## src/rtl/vrw_pkg.sv

```systemverilog
// Shared types and constants for the voxel ray walker.
// Depends on nothing; every other file of the block imports it.
package vrw_pkg;

    // Grid and number format
    localparam int GRID_SIZE  = 32;
    localparam int FRAC_BITS  = 9;
    localparam int COORD_BITS = 11;

    // Derived widths
    localparam int START_W = COORD_BITS - 1;              // start index
    localparam int DIFF_W  = COORD_BITS + 1;              // signed axis difference
    localparam int MAG_W   = COORD_BITS;                  // |difference|, step count
    localparam int QUOT_W  = FRAC_BITS + 1;               // increment magnitude
    localparam int INC_W   = QUOT_W + 1;                  // signed increment
    localparam int NUM_W   = MAG_W + FRAC_BITS + 2;       // divider dividend
    localparam int DEN_W   = MAG_W + 1;                   // divider divisor
    localparam int REM_W   = DEN_W + 1;                   // partial remainder
    localparam int CNT_W   = $clog2(QUOT_W);              // divider iteration count
    localparam int CELL_W  = $clog2(GRID_SIZE);           // in-grid cell index
    localparam int KW      = $clog2(GRID_SIZE + 1);       // free cell count
    localparam int PT_W    = $clog2(GRID_SIZE + 1) + FRAC_BITS + 1; // running point
    localparam int CIDX_W  = PT_W - 1 - FRAC_BITS;        // integer part of point

    // Axes
    localparam int NUM_AXES = 3;
    localparam int AXIS_W   = 2;
    localparam logic [AXIS_W-1:0] AXIS_X = 2'd0;
    localparam logic [AXIS_W-1:0] AXIS_Z = 2'd2;

    // Sequencer states
    typedef enum logic [2:0] {
        ST_IDLE,
        ST_SETUP,
        ST_DIV_GO,
        ST_DIV_WAIT,
        ST_WALK,
        ST_LAST
    } t_state;

    // Divider request and response
    typedef struct packed {
        logic             start;
        logic [NUM_W-1:0] dividend;
        logic [DEN_W-1:0] divisor;
    } t_div_req;

    typedef struct packed {
        logic              done;
        logic [QUOT_W-1:0] quot;
    } t_div_rsp;

endpackage

```

## src/rtl/vrw_if.sv

```systemverilog
// Ray input and cell output channels with valid/ready handshake.
// Depends on vrw_pkg for field widths.
interface vrw_in_if
    import vrw_pkg::*;
    ();
    logic                          valid;
    logic                          ready;
    logic        [START_W-1:0]     start_x;
    logic        [START_W-1:0]     start_y;
    logic        [START_W-1:0]     start_z;
    logic signed [COORD_BITS-1:0]  target_x;
    logic signed [COORD_BITS-1:0]  target_y;
    logic signed [COORD_BITS-1:0]  target_z;

    modport source (output valid, start_x, start_y, start_z, target_x, target_y, target_z,
                    input ready);
    modport sink   (input valid, start_x, start_y, start_z, target_x, target_y, target_z,
                    output ready);
endinterface

interface vrw_out_if
    import vrw_pkg::*;
    ();
    logic                          valid;
    logic                          ready;
    logic signed [COORD_BITS-1:0]  cell_x;
    logic signed [COORD_BITS-1:0]  cell_y;
    logic signed [COORD_BITS-1:0]  cell_z;
    logic                          is_hit;
    logic                          in_grid;
    logic                          last;

    modport source (output valid, cell_x, cell_y, cell_z, is_hit, in_grid, last,
                    input ready);
    modport sink   (input valid, cell_x, cell_y, cell_z, is_hit, in_grid, last,
                    output ready);
endinterface

```

## src/rtl/vrw_div.sv

```systemverilog
// Iterative restoring divider, one quotient bit per cycle.
// Produces the rounded step increment magnitude; depends on vrw_pkg.
module vrw_div
    import vrw_pkg::*;
(
    input  logic     i_clk,
    input  logic     i_rst_n,
    input  t_div_req i_req,
    output t_div_rsp o_rsp
);

    logic              r_busy, n_busy;
    logic              r_done, n_done;
    logic [CNT_W-1:0]  r_cnt,  n_cnt;
    logic [REM_W-1:0]  r_rem,  n_rem;
    logic [QUOT_W-1:0] r_num,  n_num;
    logic [QUOT_W-1:0] r_quot, n_quot;
    logic [DEN_W-1:0]  r_den,  n_den;
    logic [REM_W-1:0]  w_trial;
    logic              w_fit;

    // Shift in the next dividend bit and try the subtraction
    assign w_trial = {r_rem[REM_W-2:0], r_num[QUOT_W-1]};
    assign w_fit   = (w_trial >= {1'b0, r_den});

    // Load on start, then one quotient bit per cycle
    always_comb begin
        n_busy = r_busy;
        n_done = 1'b0;
        n_cnt  = r_cnt;
        n_rem  = r_rem;
        n_num  = r_num;
        n_quot = r_quot;
        n_den  = r_den;
        if (i_req.start) begin
            n_busy = 1'b1;
            n_cnt  = CNT_W'(QUOT_W - 1);
            n_rem  = {{(REM_W - (NUM_W - QUOT_W)){1'b0}}, i_req.dividend[NUM_W-1:QUOT_W]};
            n_num  = i_req.dividend[QUOT_W-1:0];
            n_quot = '0;
            n_den  = i_req.divisor;
        end else if (r_busy) begin
            n_rem  = w_fit ? (w_trial - {1'b0, r_den}) : w_trial;
            n_quot = {r_quot[QUOT_W-2:0], w_fit};
            n_num  = {r_num[QUOT_W-2:0], 1'b0};
            if (r_cnt == '0) begin
                n_busy = 1'b0;
                n_done = 1'b1;
            end else begin
                n_cnt = r_cnt - 1'b1;
            end
        end
    end

    // Control state
    always_ff @(posedge i_clk) begin
        if (!i_rst_n) begin
            r_busy <= 1'b0;
            r_done <= 1'b0;
        end else begin
            r_busy <= n_busy;
            r_done <= n_done;
        end
    end

    // Datapath
    always_ff @(posedge i_clk) begin
        r_cnt  <= n_cnt;
        r_rem  <= n_rem;
        r_num  <= n_num;
        r_quot <= n_quot;
        r_den  <= n_den;
    end

    assign o_rsp.done = r_done;
    assign o_rsp.quot = r_quot;

`ifndef ASSERT_OFF
    a_rem_below_den: assert property (@(posedge i_clk) disable iff (!i_rst_n)
        r_busy |-> (r_rem < {1'b0, r_den}))
        else $error("divider remainder not below divisor");
    a_done_after_busy: assert property (@(posedge i_clk) disable iff (!i_rst_n)
        r_done |-> $past(r_busy))
        else $error("divider done without a running division");
    a_no_restart: assert property (@(posedge i_clk) disable iff (!i_rst_n)
        i_req.start |-> !r_busy)
        else $error("divider started while busy");
`endif

endmodule

```

## src/rtl/voxel_ray_walker_unit.sv

```systemverilog
// Voxel ray walker: a ray transaction goes through one setup state, then each axis in turn in the shared
// divider; then one cell per cycle while the output is not stalled, end cell last.
// A ray occupies the block until its end cell is registered for output; k <= min(n, 32) the
// free cells walked, n the step count; an off-grid or zero-length ray gives no output.
// Reset is synchronous, active low, and returns the block to idle with no output.
// Depends on vrw_pkg, vrw_if and vrw_div.
module voxel_ray_walker_unit
    import vrw_pkg::*;
(
    input  logic  i_clk,
    input  logic  i_rst_n,
    vrw_in_if.sink    i_ray,
    vrw_out_if.source o_cell
);

    t_state r_state, n_state;

    logic        [START_W-1:0]    r_s     [NUM_AXES];
    logic signed [COORD_BITS-1:0] r_t     [NUM_AXES];
    logic        [MAG_W-1:0]      r_mag   [NUM_AXES];
    logic                         r_neg   [NUM_AXES];
    logic signed [INC_W-1:0]      r_inc   [NUM_AXES];
    logic signed [PT_W-1:0]       r_pt    [NUM_AXES];
    logic signed [COORD_BITS-1:0] r_cell  [NUM_AXES];
    logic        [MAG_W-1:0]      r_n;
    logic        [KW-1:0]         r_limit;
    logic        [KW-1:0]         r_k;
    logic        [AXIS_W-1:0]     r_axis;
    logic                         r_ov;
    logic                         r_hit;
    logic                         r_ing;
    logic                         r_last;

    logic signed [DIFF_W-1:0]     w_d      [NUM_AXES];
    logic        [MAG_W-1:0]      w_mag    [NUM_AXES];
    logic signed [PT_W-1:0]       w_pt_nx  [NUM_AXES];
    logic        [NUM_AXES-1:0]   w_s_in;
    logic        [NUM_AXES-1:0]   w_nx_in;
    logic        [NUM_AXES-1:0]   w_t_in;
    logic        [MAG_W-1:0]      w_n01;
    logic        [MAG_W-1:0]      w_n;
    logic                         w_ray_ok;
    logic        [KW-1:0]         w_k_inc;
    logic                         w_walk_end;
    logic signed [INC_W-1:0]      w_inc;
    logic                         w_accept;
    logic                         w_slot_free;
    logic                         w_emit_free;
    logic                         w_emit_last;
    logic                         w_in_ready;
    t_div_req                     w_div_req;
    t_div_rsp                     w_div_rsp;

    // Per-axis difference, magnitude, next point and grid checks
    always_comb begin
        for (int a = 0; a < NUM_AXES; a++) begin
            w_d[a]     = DIFF_W'(r_t[a]) - $signed({{(DIFF_W - START_W){1'b0}}, r_s[a]});
            w_mag[a]   = w_d[a][DIFF_W-1] ? MAG_W'(-w_d[a]) : MAG_W'(w_d[a]);
            w_s_in[a]  = (r_s[a] < START_W'(GRID_SIZE));
            w_t_in[a]  = (r_t[a] >= 0) && (r_t[a] < $signed(COORD_BITS'(GRID_SIZE)));
            w_pt_nx[a] = r_pt[a] + PT_W'(r_inc[a]);
            w_nx_in[a] = !w_pt_nx[a][PT_W-1] &&
                         (w_pt_nx[a][PT_W-2:FRAC_BITS] < CIDX_W'(GRID_SIZE));
        end
    end

    // Step count is the largest axis magnitude
    assign w_n01    = (w_mag[1] > w_mag[0]) ? w_mag[1] : w_mag[0];
    assign w_n      = (w_mag[2] > w_n01) ? w_mag[2] : w_n01;
    assign w_ray_ok = (&w_s_in) && (w_n != '0);

    assign w_k_inc    = r_k + 1'b1;
    assign w_walk_end = !(&w_nx_in) || (w_k_inc == r_limit);

    // Signed increment from the divider quotient
    assign w_inc = r_neg[r_axis] ? -$signed({1'b0, w_div_rsp.quot})
                                 :  $signed({1'b0, w_div_rsp.quot});

    // Divider request: (2*|d|*2^F + n) / (2*n)
    assign w_div_req.start    = (r_state == ST_DIV_GO);
    assign w_div_req.dividend = {1'b0, r_mag[r_axis], {(FRAC_BITS + 1){1'b0}}}
                              + {{(NUM_W - MAG_W){1'b0}}, r_n};
    assign w_div_req.divisor  = {r_n, 1'b0};

    vrw_div u_div (
        .i_clk   (i_clk),
        .i_rst_n (i_rst_n),
        .i_req   (w_div_req),
        .o_rsp   (w_div_rsp)
    );

    // Next state
    always_comb begin
        n_state = r_state;
        unique case (r_state)
            ST_IDLE:     if (i_ray.valid) n_state = ST_SETUP;
            ST_SETUP:    n_state = w_ray_ok ? ST_DIV_GO : ST_IDLE;
            ST_DIV_GO:   n_state = ST_DIV_WAIT;
            ST_DIV_WAIT: if (w_div_rsp.done) n_state = (r_axis == AXIS_Z) ? ST_WALK : ST_DIV_GO;
            ST_WALK:     if (w_slot_free && w_walk_end) n_state = ST_LAST;
            ST_LAST:     if (w_slot_free) n_state = ST_IDLE;
            default:     n_state = ST_IDLE;
        endcase
    end

    // Sequencer outputs
    always_comb begin
        w_in_ready  = 1'b0;
        w_emit_free = 1'b0;
        w_emit_last = 1'b0;
        unique case (r_state)
            ST_IDLE:  w_in_ready  = 1'b1;
            ST_WALK:  w_emit_free = w_slot_free;
            ST_LAST:  w_emit_last = w_slot_free;
            default:  w_in_ready  = 1'b0;
        endcase
    end

    assign w_slot_free = !r_ov || o_cell.ready;
    assign w_accept    = i_ray.valid && w_in_ready;

    // Control state
    always_ff @(posedge i_clk) begin
        if (!i_rst_n) begin
            r_state <= ST_IDLE;
            r_ov    <= 1'b0;
        end else begin
            r_state <= n_state;
            if (w_emit_free || w_emit_last) begin
                r_ov <= 1'b1;
            end else if (o_cell.ready) begin
                r_ov <= 1'b0;
            end
        end
    end

    // Ray datapath: capture, setup, increments, point advance
    always_ff @(posedge i_clk) begin
        if (w_accept) begin
            r_s[0] <= i_ray.start_x;
            r_s[1] <= i_ray.start_y;
            r_s[2] <= i_ray.start_z;
            r_t[0] <= i_ray.target_x;
            r_t[1] <= i_ray.target_y;
            r_t[2] <= i_ray.target_z;
        end
        if (r_state == ST_SETUP) begin
            for (int a = 0; a < NUM_AXES; a++) begin
                r_mag[a] <= w_mag[a];
                r_neg[a] <= w_d[a][DIFF_W-1];
                r_pt[a]  <= $signed({{(PT_W - CELL_W - FRAC_BITS){1'b0}},
                                     r_s[a][CELL_W-1:0], {FRAC_BITS{1'b0}}});
            end
            r_n     <= w_n;
            r_limit <= (w_n < MAG_W'(GRID_SIZE)) ? w_n[KW-1:0] : KW'(GRID_SIZE);
            r_k     <= '0;
            r_axis  <= AXIS_X;
        end
        if ((r_state == ST_DIV_WAIT) && w_div_rsp.done) begin
            r_inc[r_axis] <= w_inc;
            r_axis        <= r_axis + 1'b1;
        end
        if (w_emit_free) begin
            for (int a = 0; a < NUM_AXES; a++) begin
                r_pt[a] <= w_pt_nx[a];
            end
            r_k <= w_k_inc;
        end
    end

    // Output register
    always_ff @(posedge i_clk) begin
        if (w_emit_free) begin
            for (int a = 0; a < NUM_AXES; a++) begin
                r_cell[a] <= COORD_BITS'(r_pt[a] >>> FRAC_BITS);
            end
            r_hit  <= 1'b0;
            r_ing  <= 1'b1;
            r_last <= 1'b0;
        end else if (w_emit_last) begin
            for (int a = 0; a < NUM_AXES; a++) begin
                r_cell[a] <= r_t[a];
            end
            r_hit  <= 1'b1;
            r_ing  <= &w_t_in;
            r_last <= 1'b1;
        end
    end

    assign i_ray.ready    = w_in_ready;
    assign o_cell.valid   = r_ov;
    assign o_cell.cell_x  = r_cell[0];
    assign o_cell.cell_y  = r_cell[1];
    assign o_cell.cell_z  = r_cell[2];
    assign o_cell.is_hit  = r_hit;
    assign o_cell.in_grid = r_ing;
    assign o_cell.last    = r_last;

`ifndef ASSERT_OFF
    a_walk_count: assert property (@(posedge i_clk) disable iff (!i_rst_n)
        (r_state == ST_WALK) |-> (r_k < r_limit))
        else $error("free cell count reached its limit while walking");
    a_div_done_wait: assert property (@(posedge i_clk) disable iff (!i_rst_n)
        w_div_rsp.done |-> (r_state == ST_DIV_WAIT))
        else $error("division finished outside the wait state");
    a_last_closes: assert property (@(posedge i_clk) disable iff (!i_rst_n)
        w_emit_last |=> ((r_state == ST_IDLE) && r_ov && r_last && r_hit))
        else $error("end cell not presented as the final result");
    a_free_in_grid: assert property (@(posedge i_clk) disable iff (!i_rst_n)
        w_emit_free |=> (r_ing && !r_last && !r_hit))
        else $error("free cell result malformed");
`endif

endmodule
```

## src/flat_wrapper.sv

```systemverilog
// flat-port wrapper written by rule: the top's interface ports become plain ports
module voxel_ray_walker_unit_flat import vrw_pkg::*;
  (i_clk, i_rst_n, i_ray_valid, i_ray_start_x, i_ray_start_y, i_ray_start_z, i_ray_target_x, i_ray_target_y, i_ray_target_z, i_ray_ready, o_cell_valid, o_cell_cell_x, o_cell_cell_y, o_cell_cell_z, o_cell_is_hit, o_cell_in_grid, o_cell_last, o_cell_ready);
  vrw_in_if i_ray_i ();
  vrw_out_if o_cell_i ();
  input  logic i_clk;
  input  logic i_rst_n;
  input wire logic [$bits(i_ray_i.valid)-1:0] i_ray_valid;
  input wire logic [$bits(i_ray_i.start_x)-1:0] i_ray_start_x;
  input wire logic [$bits(i_ray_i.start_y)-1:0] i_ray_start_y;
  input wire logic [$bits(i_ray_i.start_z)-1:0] i_ray_start_z;
  input wire logic [$bits(i_ray_i.target_x)-1:0] i_ray_target_x;
  input wire logic [$bits(i_ray_i.target_y)-1:0] i_ray_target_y;
  input wire logic [$bits(i_ray_i.target_z)-1:0] i_ray_target_z;
  output wire logic [$bits(i_ray_i.ready)-1:0] i_ray_ready;
  output wire logic [$bits(o_cell_i.valid)-1:0] o_cell_valid;
  output wire logic [$bits(o_cell_i.cell_x)-1:0] o_cell_cell_x;
  output wire logic [$bits(o_cell_i.cell_y)-1:0] o_cell_cell_y;
  output wire logic [$bits(o_cell_i.cell_z)-1:0] o_cell_cell_z;
  output wire logic [$bits(o_cell_i.is_hit)-1:0] o_cell_is_hit;
  output wire logic [$bits(o_cell_i.in_grid)-1:0] o_cell_in_grid;
  output wire logic [$bits(o_cell_i.last)-1:0] o_cell_last;
  input wire logic [$bits(o_cell_i.ready)-1:0] o_cell_ready;
  assign i_ray_i.valid = i_ray_valid;
  assign i_ray_i.start_x = i_ray_start_x;
  assign i_ray_i.start_y = i_ray_start_y;
  assign i_ray_i.start_z = i_ray_start_z;
  assign i_ray_i.target_x = i_ray_target_x;
  assign i_ray_i.target_y = i_ray_target_y;
  assign i_ray_i.target_z = i_ray_target_z;
  assign i_ray_ready = i_ray_i.ready;
  assign o_cell_valid = o_cell_i.valid;
  assign o_cell_cell_x = o_cell_i.cell_x;
  assign o_cell_cell_y = o_cell_i.cell_y;
  assign o_cell_cell_z = o_cell_i.cell_z;
  assign o_cell_is_hit = o_cell_i.is_hit;
  assign o_cell_in_grid = o_cell_i.in_grid;
  assign o_cell_last = o_cell_i.last;
  assign o_cell_i.ready = o_cell_ready;
  voxel_ray_walker_unit u_core (.i_clk(i_clk), .i_rst_n(i_rst_n), .i_ray(i_ray_i), .o_cell(o_cell_i));
endmodule
```

## config.mk

```make
export PLATFORM = sky130hd
export DESIGN_NAME = voxel_ray_walker_unit_flat
export DESIGN_NICKNAME = d
export VERILOG_FILES = /design/src/rtl/vrw_pkg.sv /design/src/rtl/vrw_if.sv /design/src/rtl/vrw_div.sv /design/src/rtl/voxel_ray_walker_unit.sv /design/src/flat_wrapper.sv
export SDC_FILE = /design/constraint.sdc
export NUM_CORES = 1
export LEC_CHECK = 0
export BUFFER_PORTS_ARGS = -buffer_cell sky130_fd_sc_hd__buf_2
export CAP_MARGIN = 10
export CORE_UTILIZATION = 55
export CTS_CLUSTER_DIAMETER = 60
export DETAILED_ROUTE_END_ITERATION = 12
export GPL_ROUTABILITY_DRIVEN = 0
export PLACE_DENSITY_LB_ADDON = 0.05
export REMOVE_ABC_BUFFERS = 1
export SETUP_SLACK_MARGIN = 0.4
export SKIP_LAST_GASP = 1
export SLEW_MARGIN = 20
export SYNTH_ARGS = -nofsm -noshare
export SYNTH_HDL_FRONTEND = slang
export SYNTH_HIERARCHICAL = 1
export SYNTH_SLANG_ARGS = --single-unit
export TNS_END_PERCENT = 50
```

## constraint.sdc

```tcl
create_clock -name i_clk -period 10.1 [get_ports i_clk]
set_input_delay 2.525 -clock i_clk [delete_from_list [all_inputs] [get_ports i_clk]]
set_output_delay 2.525 -clock i_clk [all_outputs]
set_load 0.05 [all_outputs]
```

==> impl_metrics.tcl <==
set metrics [dict create \
    power_frac_clock 0.322 \
    multi_input_area_sq_um 7680 \
    p_switching_mw 1.18 \
    hold_buffers 0 \
    syn_area_sq_um 16900 \
    slew_viol_final 0 \
    clk_path_buf_depth 3 \
    netlist_instances 1535 \
    core_sq_um 30000 \
    die_h_um 177 \
    hold_class "flop to flop" \
    drtIter0Drc 807 \
    cts.sinks 296 \
    grt_pass1_wl_um 62400 \
    crit_path_max_fanout 18 \
    grt_pass1_vias 11800 \
    avgSynthCellArea_sq_um 11.0 \
    setup_viol 0 \
    yosysWarnings 6 \
    crit_end "u_core/r_limit[2]" \
    fmax_mhz 125 \
    area_growth_syn_to_layout_pct 12.1 \
    rsz0062_at_grt "no" \
    critPathLaunchType "flop" \
    reg2reg_from "u_core/r_t[0][1]" \
    finalWirelength_um 39600 \
    ys_ff_latch 296 \
    finalSetupTns_ns 0 \
    start_util 0.564 \
    r2r_end "u_core/r_limit[2]" \
    die_w_um 177 \
    r2r_setup_slack_ns 2.12 \
    p_per_area_nw_per_um2 199 \
    min_period_ns 7.98 \
    cp_top_family "compound AO/OA/AOI/OAI gates" \
    async_flop_share 0 \
    regArea_sq_um 8650 \
    crit_cells 27 \
    io_buffer_count 104 \
    cts_buffers 34 \
    sequentialPowerShare 0.406 \
    cp.required_ns 10.36 \
    postCtsSetupBuffers 0 \
    synth.largest_area_cell "edfxtp_1" \
    maxCapViolCount 0 \
    firstDrtPassIters 7 \
    p_sw_frac 0.315 \
    ir_drop_mv 0.132 \
    fin_crit_sh 0.790 \
    ys_top_cells_by_area "edfxtp_1, ha_1, xnor2_1" \
    drive_gt1_frac 0.127 \
    die_area_sq_um 31400 \
    synth_cell_type_count 87 \
    ioPinCount 105 \
    avgViaCountPerCell 5.82 \
    reg2regPathDepth 27 \
    ys.flop_type "edfxtp_1" \
    finalPower_mw 3.76 \
    via_count 12000 \
    fp-row-count 63 \
    n_fill_cell 2452 \
    fin_skew_ns 0.0157 \
    nets 1841 \
    status "finished, final reports clean" \
    grt_usage 0.257 \
    grt_max_degree 65 \
    route.detailed.drc 0 \
    p_leak_nw 7.60 \
    p_comb_frac 0.272 \
    root_buffer "clkbuf_16" \
    hold_viol_final 0 \
    path_clk_slew_ns 0.06 \
    detail-route-antenna-nets 0 \
    synth_edf_count 272 \
    cts_resized 0 \
    utilization 0.632 \
    cts_max_level 2 \
    critical_path.startpoint "u_core/r_t[0][1]" \
    worstMarginPinSlew_ns 1.08 \
    antenna_found_initial 0 \
    place_hpwl_um 29200 \
    end_kind "flop" \
    clk_latency_ns 0.51 \
    worst-path-buf-inv 1 \
    ys_seq_area_frac 0.512 \
    overflow 0 \
    worst_slew_margin_rel 0.275 \
    intPower_mw 2.58 \
    crit_path_top_delay_cell "a31oi_1" \
    wire_per_inst_um 19.2 \
    path_common_cell "ha_1" \
    critPathKind "flop to flop" \
    arrival_ns 8.23 \
    max_stage_delay_ns 0.85 \
    diodes 0 \
    cts_tree "done" \
    synth_top_area_frac 0.484 \
]
==> stage by stage <==
stage	instance area, sq um	hold WS (ns)	std cells	setup WS [ns]
CTS	18900	0.450	2063	2.28
detailed placement	17800	0.435	2002	2.33
floorplan	16700	0.418	1501	0.522
finish	18900	0.451	2063	2.12
global placement	17800	0.426	2002	2.58
global route	18900	0.459	2063	1.61
==> registers in the layout (all words and copies together), names as in the netlist, 2 cells and up, named ones only <==
name	cells
u_core/u_div/r_cnt	4
u_core/r_inc	33
u_core/r_pt	48
u_core/u_div/r_den	12
u_core/r_s	30
u_core/r_state	3
u_core/r_neg	3
u_core/r_k	6
u_core/r_cell	33
u_core/r_n	11
u_core/r_limit	6
u_core/u_div/r_quot	10
u_core/u_div/r_num	10
u_core/u_div/r_rem	12
u_core/r_axis	2
u_core/r_t	33
u_core/r_mag	33
==> cell type report <==
cell class / count / area share
Clock inverter: 19 / 0.00905
Sequential cell: 296 / 0.457
Timing Repair Buffer: 111 / 0.0303
Clock buffer: 42 / 0.0492
Inverter: 119 / 0.0236
Tap cell: 390 / 0.0258
Multi-Input combinational cell: 1086 / 0.405
==> layer usage <==
metal | GRT usage | part of all wire
met1 | 0.344 | 0.45
met2 | 0.432 | 0.47
met3 | 0.0354 | 0.051
met4 | 0.0808 | 0.027
met5 | 0 | 0
==> Yosys cell counts (18+ instances only) <==
cell type	n
o21ai_0	78
nand3_1	32
and2_1	18
xnor2_1	78
nand2_1	139
a21oi_1	77
xor2_1	35
mux2i_1	37
nor2b_1	28
dfxtp_1	24
nor2_1	111
inv_1	115
nor3_1	33
a21o_1	44
clkbuf_1	24
edfxtp_1	272
ha_1	119
==> layout by cell type, fill, tap and decap left out, types with 11 or more instances in the layout <==
master / instances
xor2_1: 35
o21ai_0: 78
nor3_1: 31
mux2i_1: 37
and3_1: 15
a21o_1: 44
nand3_1: 32
nand2_1: 138
ha_1: 119
o21a_1: 13
nand2b_1: 16
and2_1: 17
inv_1: 115
nor4_1: 14
nor2b_1: 28
a31oi_1: 15
mux2_2: 11
dfxtp_1: 24
edfxtp_1: 272
a21oi_1: 77
nor2_1: 110
o211ai_1: 12
clkbuf_16: 35
xnor2_1: 78
o31ai_1: 11
buf_2: 104
==> cell families (layout without fill, tap and decap cells) <==
logic type,count (synthesis),in the layout,synth area share
muxes,49,49,0.0301
adders and majority gates,126,126,0.0964
and+or+nand+nor,454,454,0.128
DFF,296,296,0.512
xor gates and xnor gates,114,114,0.0596
other,1,1,0.000222
buffers and inverters,153,291,0.0353
AOI/OAI and AO/OA,342,342,0.138
==> power by group through the flow <==
stage	sequential [mW]	combinational, mW	clock [mW]
finish	1.53	1.02	1.21
global route	1.54	1.13	1.28
CTS	1.53	1.02	1.23
detailed placement	1.55	1.01	0
global placement	1.55	0.993	0
floorplan	1.54	0.743	0
==> worst min-delay path by stage <==
stage	end	slack, ns	start	cells past startpoint
after floorplan	u_core/u_div/r_den[1]	0.42	u_core/r_n[0]	0
after global placement	u_core/u_div/r_den[5]	0.43	u_core/r_n[4]	0
after detailed placement	u_core/u_div/r_den[5]	0.43	u_core/r_n[4]	0
after CTS	u_core/u_div/r_den[5]	0.45	u_core/r_n[4]	0
after global routing	u_core/u_div/r_den[1]	0.46	u_core/r_n[0]	0
final	u_core/u_div/r_den[1]	0.45	u_core/r_n[0]	0
(Power assumes the default switching activity.)
